## src/design/qnac_pkg.sv

```systemverilog
package qnac_pkg;

  // field and register widths
  localparam int Q_W         = 16;
  localparam int FRAC_BITS   = 15;
  localparam int MAX_SAMPLES = 4096;
  localparam int CNT_W       = $clog2(MAX_SAMPLES + 1);
  localparam int SUM_W       = 40;
  localparam int MEAN_W      = 24;
  localparam int CFG_IDX_W   = 8;
  localparam int IN_TDATA_W  = 6 * Q_W;
  localparam int OUT_TUSER_W = 2;

  // internal datapath widths
  localparam int MUL_W    = 21;
  localparam int MAT_W    = 35;
  localparam int RM_W     = 19;
  localparam int ACC_W    = 36;
  localparam int D_W      = 21;
  localparam int SQ_W     = 40;
  localparam int SQ_SHIFT = 2 * FRAC_BITS - 16;
  localparam int COST_W   = SQ_W - SQ_SHIFT;
  localparam int REM_W    = CNT_W - 1;

  // configuration register indexes
  localparam logic [CFG_IDX_W-1:0] REG_QUAT_X = CFG_IDX_W'(0);
  localparam logic [CFG_IDX_W-1:0] REG_QUAT_Y = CFG_IDX_W'(1);
  localparam logic [CFG_IDX_W-1:0] REG_QUAT_Z = CFG_IDX_W'(2);
  localparam logic [CFG_IDX_W-1:0] REG_QUAT_W = CFG_IDX_W'(3);

  localparam logic signed [Q_W-1:0] QUAT_W_RESET = 16'sd32767;

  typedef logic signed [Q_W-1:0] q15_t;

endpackage

```

## src/design/quaternion_normal_alignment_cost.sv

```systemverilog
// Quaternion normal alignment cost.
// Config channel (cfg_valid/cfg_ready, cfg_index, cfg_data) writes the four
// quaternion components, index 0..3 for x, y, z, w; other indexes are ignored.
// cfg_ready is always high. Write only while the block is idle.
// Slave stream carries one lidar/camera normal pair per item, tuser is
// feature_valid and tlast marks the last sample of a set. The master stream
// gives one result per set: tdata is mean_cost, tuser is {saturated, empty_set}.
// One shared 21x21 multiplier does all products, so s_tready is high only when
// the sequencer is idle. A counted sample goes through accept, 9 rotation
// products, 3 squares, accumulate and finish; the first counted sample after
// a quaternion write first rebuilds the matrix from 9 products and a rounding
// step. An uncounted sample goes from accept straight to finish. On the last
// sample the 24-step restoring divider runs before the output register is
// loaded; an empty or saturated set skips the divider and is loaded directly.
// Reset clears the running sum and count, sets the quaternion to near unity
// and drops m_tvalid. A stalled result holds in the output register; the
// block keeps accepting items and waits only if another result is ready.
module quaternion_normal_alignment_cost (
  input  logic                             clk,
  input  logic                             rst,
  input  logic                             cfg_valid,
  output logic                             cfg_ready,
  input  logic [qnac_pkg::CFG_IDX_W-1:0]   cfg_index,
  input  logic [qnac_pkg::Q_W-1:0]         cfg_data,
  input  logic                             s_tvalid,
  output logic                             s_tready,
  // lidar_nx, lidar_ny, lidar_nz, cam_nx, cam_ny, cam_nz
  input  logic [qnac_pkg::IN_TDATA_W-1:0]  s_tdata,
  // feature_valid
  input  logic                             s_tuser,
  input  logic                             s_tlast,
  output logic                             m_tvalid,
  input  logic                             m_tready,
  // mean_cost
  output logic [qnac_pkg::MEAN_W-1:0]      m_tdata,
  // empty_set, saturated
  output logic [qnac_pkg::OUT_TUSER_W-1:0] m_tuser
);
  import qnac_pkg::*;

  localparam logic [3:0] ST_IDLE = 4'd0;
  localparam logic [3:0] ST_MAT  = 4'd1;
  localparam logic [3:0] ST_MATR = 4'd2;
  localparam logic [3:0] ST_ROT  = 4'd3;
  localparam logic [3:0] ST_SQ   = 4'd4;
  localparam logic [3:0] ST_ACC  = 4'd5;
  localparam logic [3:0] ST_FIN  = 4'd6;
  localparam logic [3:0] ST_DIV  = 4'd7;
  localparam logic [3:0] ST_OUT  = 4'd8;

  localparam int STEP_W = $clog2(MEAN_W);
  localparam logic [STEP_W-1:0] MAT_LAST = STEP_W'(8);
  localparam logic [STEP_W-1:0] ROT_LAST = STEP_W'(8);
  localparam logic [STEP_W-1:0] DIV_LAST = STEP_W'(MEAN_W - 1);
  localparam logic [1:0]        COL_LAST = 2'd2;

  localparam logic signed [MAT_W-1:0] ONE2     = MAT_W'(1) << (2 * FRAC_BITS);
  localparam logic signed [MAT_W-1:0] MAT_HALF = MAT_W'(1) << (FRAC_BITS - 1);
  localparam logic signed [ACC_W-1:0] ROT_HALF = ACC_W'(1) << (FRAC_BITS - 1);
  localparam logic [SQ_W-1:0]         SQ_HALF  = SQ_W'(1) << (SQ_SHIFT - 1);
  localparam logic [SUM_W-1:0]        SUM_MAX  = '1;
  localparam logic [MEAN_W-1:0]       MEAN_MAX = '1;

  logic [3:0]        state;
  logic [STEP_W-1:0] step;
  logic [1:0]        row;
  logic [1:0]        col;
  q15_t              quat_x, quat_y, quat_z, quat_w;
  logic              dirty;
  q15_t              ln [3];
  q15_t              cn [3];
  logic              last_flag;
  logic signed [31:0]     p  [9];
  logic signed [RM_W-1:0] rm [9];
  logic signed [ACC_W-1:0] acc;
  logic signed [D_W-1:0]  dv [3];
  logic [SQ_W-1:0]   sq;
  logic [SUM_W-1:0]  cost_sum;
  logic [CNT_W-1:0]  valid_count;
  logic [REM_W-1:0]  rem;
  logic [MEAN_W-1:0] quo;
  logic              res_empty;
  logic              res_sat;

  logic signed [MUL_W-1:0]   mul_a, mul_b;
  logic signed [2*MUL_W-1:0] prod;
  logic signed [MAT_W-1:0]   mat_r2 [9];
  logic signed [ACC_W-1:0]   cn_ext, rot_base, rot_sum, rot_shift;
  logic [SQ_W-1:0]           sq_sum;
  logic [COST_W-1:0]         cost;
  logic [SUM_W:0]            acc_sum;
  logic [SUM_W:0]            div_dvd, div_lim;
  logic                      div_over;
  logic [CNT_W-1:0]          div_trial;
  logic                      div_ge;

  // round a doubled-precision matrix entry back to FRAC_BITS
  function automatic logic signed [RM_W-1:0] rm_round(input logic signed [MAT_W-1:0] r2);
    logic signed [MAT_W-1:0] t;
    t = r2 + MAT_HALF;
    return RM_W'(t >>> FRAC_BITS);
  endfunction

  function automatic logic signed [MUL_W-1:0] q_ext(input q15_t v);
    return MUL_W'(v);
  endfunction

  assign cfg_ready = 1'b1;
  assign s_tready  = (state == ST_IDLE);

  // shared multiplier operand select
  always_comb begin
    mul_a = '0;
    mul_b = '0;
    case (state)
      ST_MAT: begin
        case (step[3:0])
          4'd0: begin mul_a = q_ext(quat_x); mul_b = q_ext(quat_x); end
          4'd1: begin mul_a = q_ext(quat_y); mul_b = q_ext(quat_y); end
          4'd2: begin mul_a = q_ext(quat_z); mul_b = q_ext(quat_z); end
          4'd3: begin mul_a = q_ext(quat_x); mul_b = q_ext(quat_y); end
          4'd4: begin mul_a = q_ext(quat_x); mul_b = q_ext(quat_z); end
          4'd5: begin mul_a = q_ext(quat_y); mul_b = q_ext(quat_z); end
          4'd6: begin mul_a = q_ext(quat_w); mul_b = q_ext(quat_x); end
          4'd7: begin mul_a = q_ext(quat_w); mul_b = q_ext(quat_y); end
          default: begin mul_a = q_ext(quat_w); mul_b = q_ext(quat_z); end
        endcase
      end
      ST_ROT: begin
        mul_a = MUL_W'(rm[step[3:0]]);
        mul_b = q_ext(ln[col]);
      end
      ST_SQ: begin
        mul_a = dv[col];
        mul_b = dv[col];
      end
      default: begin
        mul_a = '0;
        mul_b = '0;
      end
    endcase
  end

  assign prod = mul_a * mul_b;

  // rotation matrix at double precision from the stored products
  // p: xx yy zz xy xz yz wx wy wz
  always_comb begin
    mat_r2[0] = ONE2 - ((MAT_W'(p[1]) + MAT_W'(p[2])) <<< 1);
    mat_r2[1] = (MAT_W'(p[3]) - MAT_W'(p[8])) <<< 1;
    mat_r2[2] = (MAT_W'(p[4]) + MAT_W'(p[7])) <<< 1;
    mat_r2[3] = (MAT_W'(p[3]) + MAT_W'(p[8])) <<< 1;
    mat_r2[4] = ONE2 - ((MAT_W'(p[0]) + MAT_W'(p[2])) <<< 1);
    mat_r2[5] = (MAT_W'(p[5]) - MAT_W'(p[6])) <<< 1;
    mat_r2[6] = (MAT_W'(p[4]) - MAT_W'(p[7])) <<< 1;
    mat_r2[7] = (MAT_W'(p[5]) + MAT_W'(p[6])) <<< 1;
    mat_r2[8] = ONE2 - ((MAT_W'(p[0]) + MAT_W'(p[1])) <<< 1);
  end

  // row dot product, seeded with the camera term and the rounding half
  always_comb begin
    cn_ext    = ACC_W'(cn[row]);
    rot_base  = ROT_HALF - (cn_ext <<< FRAC_BITS);
    rot_sum   = ((col == 2'd0) ? rot_base : acc) + prod[ACC_W-1:0];
    rot_shift = rot_sum >>> FRAC_BITS;
  end

  // squares, seeded with the rounding half of the final shift
  assign sq_sum  = ((col == 2'd0) ? SQ_HALF : sq) + prod[SQ_W-1:0];
  assign cost    = sq[SQ_W-1:SQ_SHIFT];
  assign acc_sum = {1'b0, cost_sum} + (SUM_W + 1)'(cost);

  // mean division setup and one restoring step
  assign div_dvd   = {1'b0, cost_sum} + (SUM_W + 1)'(valid_count >> 1);
  assign div_lim   = (SUM_W + 1)'({valid_count, {MEAN_W{1'b0}}});
  assign div_over  = (div_dvd >= div_lim);
  assign div_trial = {rem, quo[MEAN_W-1]};
  assign div_ge    = (div_trial >= valid_count);

  // sequencer and datapath registers
  always_ff @(posedge clk) begin
    if (rst) begin
      state       <= ST_IDLE;
      step        <= '0;
      row         <= '0;
      col         <= '0;
      quat_x      <= '0;
      quat_y      <= '0;
      quat_z      <= '0;
      quat_w      <= QUAT_W_RESET;
      dirty       <= 1'b1;
      cost_sum    <= '0;
      valid_count <= '0;
      m_tvalid    <= 1'b0;
    end else begin
      // configuration writes
      if (cfg_valid) begin
        case (cfg_index)
          REG_QUAT_X: begin quat_x <= cfg_data; dirty <= 1'b1; end
          REG_QUAT_Y: begin quat_y <= cfg_data; dirty <= 1'b1; end
          REG_QUAT_Z: begin quat_z <= cfg_data; dirty <= 1'b1; end
          REG_QUAT_W: begin quat_w <= cfg_data; dirty <= 1'b1; end
          default: ;
        endcase
      end

      // result taken, unless a new one is loaded in the same cycle
      if (m_tvalid && m_tready && (state != ST_OUT)) begin
        m_tvalid <= 1'b0;
      end

      case (state)
        ST_IDLE: begin
          if (s_tvalid) begin
            for (int k = 0; k < 3; k++) begin
              ln[k] <= s_tdata[k*Q_W +: Q_W];
              cn[k] <= s_tdata[(k+3)*Q_W +: Q_W];
            end
            last_flag <= s_tlast;
            step      <= '0;
            row       <= '0;
            col       <= '0;
            if (s_tuser && (valid_count < CNT_W'(MAX_SAMPLES))) begin
              state <= dirty ? ST_MAT : ST_ROT;
            end else begin
              state <= ST_FIN;
            end
          end
        end
        ST_MAT: begin
          p[step[3:0]] <= prod[31:0];
          if (step == MAT_LAST) begin
            step  <= '0;
            state <= ST_MATR;
          end else begin
            step <= step + 1'b1;
          end
        end
        ST_MATR: begin
          for (int k = 0; k < 9; k++) begin
            rm[k] <= rm_round(mat_r2[k]);
          end
          dirty <= 1'b0;
          state <= ST_ROT;
        end
        ST_ROT: begin
          acc <= rot_sum;
          if (col == COL_LAST) begin
            dv[row] <= rot_shift[D_W-1:0];
          end
          if (step == ROT_LAST) begin
            step  <= '0;
            row   <= '0;
            col   <= '0;
            state <= ST_SQ;
          end else begin
            step <= step + 1'b1;
            if (col == COL_LAST) begin
              col <= '0;
              row <= row + 1'b1;
            end else begin
              col <= col + 1'b1;
            end
          end
        end
        ST_SQ: begin
          sq <= sq_sum;
          if (col == COL_LAST) begin
            col   <= '0;
            state <= ST_ACC;
          end else begin
            col <= col + 1'b1;
          end
        end
        ST_ACC: begin
          cost_sum    <= acc_sum[SUM_W] ? SUM_MAX : acc_sum[SUM_W-1:0];
          valid_count <= valid_count + 1'b1;
          state       <= ST_FIN;
        end
        ST_FIN: begin
          res_empty <= (valid_count == '0);
          res_sat   <= (valid_count != '0) && ((cost_sum == SUM_MAX) || div_over);
          step      <= '0;
          if (!last_flag) begin
            state <= ST_IDLE;
          end else if (valid_count == '0) begin
            state <= ST_OUT;
          end else if (cost_sum == SUM_MAX || div_over) begin
            state <= ST_OUT;
          end else begin
            rem   <= div_dvd[MEAN_W +: REM_W];
            quo   <= div_dvd[MEAN_W-1:0];
            state <= ST_DIV;
          end
        end
        ST_DIV: begin
          rem <= div_ge ? REM_W'(div_trial - valid_count) : div_trial[REM_W-1:0];
          quo <= {quo[MEAN_W-2:0], div_ge};
          if (step == DIV_LAST) begin
            state <= ST_OUT;
          end else begin
            step <= step + 1'b1;
          end
        end
        ST_OUT: begin
          if (!m_tvalid || m_tready) begin
            m_tvalid    <= 1'b1;
            m_tdata     <= res_sat ? MEAN_MAX : (res_empty ? '0 : quo);
            m_tuser     <= {res_sat, res_empty};
            cost_sum    <= '0;
            valid_count <= '0;
            state       <= ST_IDLE;
          end
        end
        default: begin
          state <= ST_IDLE;
        end
      endcase
    end
  end

endmodule

```

## config.mk

```make
export PLATFORM = sky130hd
export DESIGN_NAME = quaternion_normal_alignment_cost
export DESIGN_NICKNAME = d
export VERILOG_FILES = /design/src/design/qnac_pkg.sv /design/src/design/quaternion_normal_alignment_cost.sv
export SDC_FILE = /design/constraint.sdc
export NUM_CORES = 2
export LEC_CHECK = 0
export ABC_AREA = 1
export BUFFER_PORTS_ARGS = -buffer_cell sky130_fd_sc_hd__buf_2
export CORE_MARGIN = 10
export CORE_UTILIZATION = 35
export CTS_CLUSTER_DIAMETER = 100
export DETAILED_ROUTE_END_ITERATION = 8
export SLEW_MARGIN = 20
export SYNTH_ARGS = -nofsm -noshare
export SYNTH_HDL_FRONTEND = slang
export SYNTH_SLANG_ARGS = --single-unit
```

## constraint.sdc

```tcl
create_clock -name clk -period 12.15 [get_ports clk]
set_input_delay 0.6075 -clock clk [delete_from_list [all_inputs] [get_ports clk]]
set_output_delay 0.6075 -clock clk [all_outputs]
set_load 0.1 [all_outputs]
```

== Word-level counts from Yosys, hierarchy flattened ==
Memory sizes are Yosys's and may differ from the RTL's. A register that Yosys moved wholly into a read port is not among the register bits.
Index checks and enable logic that the tools add are counted.

* Input port bits: 127
* Memories kept: 5
* Word-level logic and storage cells: 210
* Bits in writable memories: 618
* Flip-flop bits (word level): 273

* Order comparisons: 3
* Multipliers: 1
* Reduce and logical (&&, ||, !) cells: 42
* Bitwise logic cells: 1
* Mux-type cells: 72
* Equal/unequal tests: 34
* $add $sub $neg: 31

{| class="wikitable"
|+ Memory list
! memory !! words !! width !! read ports !! clocked after Yosys merged registers in !! wr ports !! line !! source
|-
| p || 9 || 32 || 9 || 0 || 1 || quaternion_normal_alignment_cost.sv:73 || <nowiki>logic signed [31:0] p [9];</nowiki>
|-
| rm || 9 || 19 || 1 || 1 || 9 || quaternion_normal_alignment_cost.sv:74 || <nowiki>logic signed [RM_W-1:0] rm [9];</nowiki>
|-
| dv || 3 || 21 || 1 || 1 || 1 || quaternion_normal_alignment_cost.sv:76 || <nowiki>logic signed [D_W-1:0] dv [3];</nowiki>
|-
| cn || 3 || 16 || 1 || 1 || 3 || quaternion_normal_alignment_cost.sv:71 || <nowiki>q15_t cn [3];</nowiki>
|-
| ln || 3 || 16 || 1 || 1 || 3 || quaternion_normal_alignment_cost.sv:70 || <nowiki>q15_t ln [3];</nowiki>
|}

{| class="wikitable"
|+ Operators by type and width
! kind !! count
|-
| 34-bit by 16-bit adder with 34-bit output (second input constant) || 9
|-
| 32-bit by 32-bit adder with 33-bit output || 6
|-
| 21-bit case mux with 3 select lines || 3
|-
| 40-bit 2-to-1 mux || 3
|-
| 32-bit by 34-bit subtractor with 34-bit output (first input constant) || 3
|-
| 32-bit by 32-bit subtractor with 33-bit output || 3
|-
| 24-bit 2-to-1 mux || 4
|-
| 40-bit case mux with 2 select lines || 1
|-
| 12-bit 2-to-1 mux || 4
|-
| 24-bit case mux with 2 select lines || 1
|-
| 4-bit 2-to-1 mux || 11
|-
| 21-bit case mux with 2 select lines || 1
|-
| 40-bit by 12-bit adder with 41-bit output || 1
|-
| 40-bit by 26-bit adder with 41-bit output || 1
|-
| 41-bit by 37-bit >= comparator with 1-bit output || 1
|-
| 40-bit adder || 1
|-
| 40-bit equality test (second input constant) || 1
|-
| 21-bit by 21-bit multiplier with 40-bit output || 1
|-
| 36-bit adder || 1
|-
| 36-bit 2-to-1 mux || 1
|-
| 4-bit case mux with 9 select lines || 1
|-
| 4-bit by 3-bit equality test with 1-bit output (second input constant) || 8
|-
| 16-bit by 31-bit subtractor with 32-bit output (first input constant) || 1
|-
| 13-bit case mux with 2 select lines || 1
|-
| other kinds (45) || 116
|}

== Depth between registers and ports, before layout ==
* Depth in word-level cells: 7
* Gate-level depth with buffers: 52

== Worst setup path after synthesis ==
Ideal clock, no wire load.

* Path kind: input -> register
* Start point: in rst
* End point: mem rm[0][0], enable pin
* Arrival time: 12.355 ns
* Cell stages on the path: 2
* Path slack: -1.119 ns
* Data required time: 11.236 ns
* Cells stage by stage: clkbuf_1 nor3_1

{| class="wikitable"
|+ RTL lines
! what !! line !! source
|-
| from (decl) || quaternion_normal_alignment_cost.sv:20 || <nowiki>input logic rst,</nowiki>
|-
| to (decl) || quaternion_normal_alignment_cost.sv:74 ||
|}

== Worst setup path in the final report ==
* Start point: reg step[0]
* End point: mem dv[1][19] (data pin)

* Longest elaborated chain between the ends: 6
* Elaborated cells on any way between the ends: 18
* Classes of those cells: 1 x add/sub; 1 x mul; 7 x eq/ne; 4 x mux; 5 x reduce/logical

{| class="wikitable"
|+ RTL lines
! what !! line !! source
|-
| from (decl) || quaternion_normal_alignment_cost.sv:65 || <nowiki>logic [STEP_W-1:0] step;</nowiki>
|-
| from (signal assigned) || quaternion_normal_alignment_cost.sv:236 || <nowiki>step <= step + 1'b1;</nowiki>
|-
| from (signal assigned) || quaternion_normal_alignment_cost.sv:257 || <nowiki>step <= step + 1'b1;</nowiki>
|-
| from (signal assigned) || quaternion_normal_alignment_cost.sv:302 || <nowiki>step <= step + 1'b1;</nowiki>
|-
| 4-bit by 2-bit equality test with 1-bit output, or another cell as far along || quaternion_normal_alignment_cost.sv:117 || <nowiki>case (step[3:0])</nowiki>
|-
| 3-bit OR reduction (no line) or 2-bit OR reduction (tied branches) || n/a ||
|-
| 21-bit case mux with 3 select lines or 21-bit case mux with 2 select lines (tied branches) || quaternion_normal_alignment_cost.sv:117 ||
|-
| 21-bit case mux with 3 select lines || quaternion_normal_alignment_cost.sv:115 || <nowiki>case (state)</nowiki>
|-
| 21-bit by 21-bit multiplier with 40-bit output (*) || quaternion_normal_alignment_cost.sv:144 || <nowiki>assign prod = mul_a * mul_b;</nowiki>
|-
| net prod[23] || quaternion_normal_alignment_cost.sv:86 || <nowiki>logic signed [2*MUL_W-1:0] prod;</nowiki>
|-
| 36-bit adder (*) || quaternion_normal_alignment_cost.sv:164 || <nowiki>rot_sum = ((col == 2'd0) ? rot_base : acc) + prod[ACC_W-1:0];</nowiki>
|-
| net rot_sum[34] || quaternion_normal_alignment_cost.sv:88 || <nowiki>logic signed [ACC_W-1:0] cn_ext, rot_base, rot_sum, rot_shift;</nowiki>
|-
| to (decl) || quaternion_normal_alignment_cost.sv:76 ||
|}

Mark *: on every way through the listed nets, which the timed path passes. The rest lies on a longest branch.

==> impl_metrics.tcl <==
set metrics [dict create \
    status "complete, no violations" \
    slowest_delay_ns 0.81 \
    gp_congestion 1.01 \
    syn_area_per_cell_sq_um 7.91 \
    finalCritPeriodShare 0.952 \
    die_w_um 495 \
    fin_ws_ns 0.586 \
    drtPass1Iterations 6 \
    crit_arrival_ns 12.20 \
    drtIter0Drc 6810 \
    dpl.cell_count 13092 \
    grt_pass1_wl_um 444000 \
    cap_violations 0 \
    ctsLongestPathBuffers 3 \
    clock_latency_ns 0.84 \
    ant_nets 0 \
    fmax_mhz 86.5 \
    ys_types 74 \
    core.rowCount 174 \
    rsz0062_at_grt "no" \
    yosys_warnings 0 \
    p_leak_uw 0.0400 \
    setup_viol 0 \
    slew_violations 0 \
    clockRootBuffer "clkbuf_16" \
    fin_nets 11426 \
    detailed_place_hpwl_um 245000 \
    async_flop_share 0 \
    power_density_nw_per_um2 154 \
    p_total_uw 13700 \
    relSlewSlack 0.233 \
    crit_slowest_cell "nor3b_4" \
    grt_max_degree 79 \
    fin_cells 13400 \
    dieArea_sq_um 245000 \
    hold_viol 0 \
    initial_core_util 0.351 \
    crit_path_end_kind "flip-flop" \
    clk_pin_slew_ns 0.07 \
    netlist_instances 9979 \
    routed_via_density 5.25 \
    io_buffers 154 \
    htreeDepth 3 \
    cts_sinks 899 \
    hold_class "input pin to flip-flop" \
    drc 0 \
    ios 156 \
    fin_skew_ns 0.115 \
    grt_overflow_total 0 \
    fin_area_sq_um 88900 \
    vias 70388 \
    die_y_um 495 \
    yosysSeqAreaShare 0.324 \
    routed_wl_um 301000 \
    final_layout_size_suffix_gt1_frac 0.0735 \
    wl_per_cell_um 22.4 \
    tritoncts "built" \
    ir_drop_mv 0.185 \
    synth_area_leader_cell "edfxtp_1" \
    pre_cts_ws_ns 0.630 \
    period_minus_slack_ns 11.56 \
    crit_required_ns 12.79 \
    critical_path_class "flip-flop to flip-flop" \
    syn2layout_area_growth_pct 12.6 \
    placed_area_sq_um 84300 \
    synth_flop_cell "edfxtp_1" \
    seq_area_sq_um 25600 \
    fillCellCount 23047 \
    cts_setup_buffers 0 \
    core-area_sq_um 225000 \
    tns_ns 0 \
    start_kind "flip-flop" \
    first_global_vias 69466 \
    synth_top_area_share 0.289 \
    worst_pin_slew_ns 1.15 \
    synth_seq_cells 899 \
    synth_area_leaders "edfxtp_1 29%, fa_1 11%, nand2_1 10%" \
    synth-edff-count 759 \
    cts_buffers 109 \
    syn-cell-area_sq_um 79000 \
    synth_nets 11100 \
    critPathMaxFanout 16 \
    antenna_found_initial 20 \
    grt_usage 0.239 \
    multi_input_area_sq_um 46500 \
]
## layer usage
layer | track usage | routed length, um | up-vias
met5 | 0 | 24 | -
met4 | 0.0923 | 13000 | 4
met3 | 0.0379 | 23600 | 440
met2 | 0.377 | 133000 | 2720
met1 | 0.327 | 131000 | 34199
li1 | - | - | 33025
## cell type report
| class | count | share of cell area |
|---|---|---|
| Timing Repair Buffer | 433 | 0.0351 |
| Antenna cell | 9 | 0.000253 |
| Clock buffer | 131 | 0.0322 |
| Sequential cell | 899 | 0.288 |
| Tap cell | 2992 | 0.0421 |
| Multi-Input combinational cell | 7190 | 0.523 |
| Inverter | 1672 | 0.0706 |
| Clock inverter | 74 | 0.00883 |
## power by group
part           total, uW  switching (uW)  leakage [uW]  internal, uW
Clock               3330            1460       0.00174          1870
Combinational       6130            4380        0.0302          1740
Sequential          4220             128       0.00813          4100
Total              13700            5970        0.0400          7710
## placed cells by master, fill, tap and decap left out, types with 29 or more instances in the layout
cell type      count
a31oi_1           45
nand2_1         2094
dlygate4sd3_1     94
xor2_1           301
buf_2            154
nand3_1          449
inv_1           1633
clkinv_1          29
clkbuf_16        109
xnor2_1           98
o22ai_1           46
nor2_2            40
o211ai_1          58
edfxtp_1         759
buf_4            183
a21oi_1          706
fa_1             451
a21o_1            41
nor3_1           102
o21ai_0          555
ha_1             539
o21bai_1          63
dfxtp_1          137
nand4_1          105
nor2_1          1132
## critical path, delay by kind of cell (launching register included)
family / cells / cell delay (ns)
XOR/XNOR: 2 / 1.05
adder cells (fa/ha/maj): 10 / 4.56
buffers and inverters: 8 / 1.09
AND/OR/NAND/NOR: 15 / 2.85
flip-flops: 1 / 0.37
AO/OA/AOI/OAI: 6 / 1.47
## flip-flops by register name (all words and copies together) (netlist names), 24 cells and up, named ones only
name,flops
cn,48
sq,40
p,288
quo,24
rm,171
ln,48
cost_sum,40
m_tdata,24
acc,36
dv,63
## synthesized netlist by cell type (31+ instances only)
cell      number
nand3_1      449
nor2_1      1148
o21bai_1      63
inv_1       1636
nor3_1       105
o22ai_1       46
edfxtp_1     759
fa_1         451
a21o_1        41
o21ai_0      556
buf_2         50
nor2_2        31
o211ai_1      58
a31oi_1       45
a21oi_1      706
ha_1         543
nand4_1      105
clkbuf_1     152
xnor2_1      106
dfxtp_1      140
nand2_1     2094
xor2_1       318
## final timing paths
check | startpoint | endpoint | slack, ns | depth (start not counted)
setup / recovery | step[0] | dv[1][19] | 0.59 | 41
hold / removal | cfg_data[0] | quat_w[0] | 0.08 | 3
setup reg to reg | step[0] | dv[1][19] | 0.59 | 41
hold reg to reg | col[0] | flip-flop | 0.45 | 2
## stage by stage
| stage | hold WS [ns] | utilization |
|---|---|---|
| after global placement | 0.436 | 0.375 |
| final | 0.0768 | 0.396 |
| after detailed placement | 0.444 | 0.375 |
| after global routing | 0.0840 | 0.396 |
| after CTS | 0.0120 | 0.396 |
| after floorplan | 0.424 | - |
## cell families (layout without fill, tap and decap cells)
kind of cell,after synthesis,after routing,share of synthesized area
AO/OA/AOI/OAI,1653,1653,0.117
AND/OR/NAND/NOR,4106,4106,0.218
adder cells (fa/ha/maj),994,994,0.200
other,1,10,0.0000475
buffers and inverters,1890,2310,0.0913
XOR/XNOR,436,436,0.0496
flip-flops,899,899,0.324
## repair_timing
action | CTS | global route
hold buffers | 94 | 0
setup endpoints to repair | 0 | 30
endpoints found under the hold margin | 94 | 0
resized for setup | 0 | 3
Power figures use the tool's default switching activity.
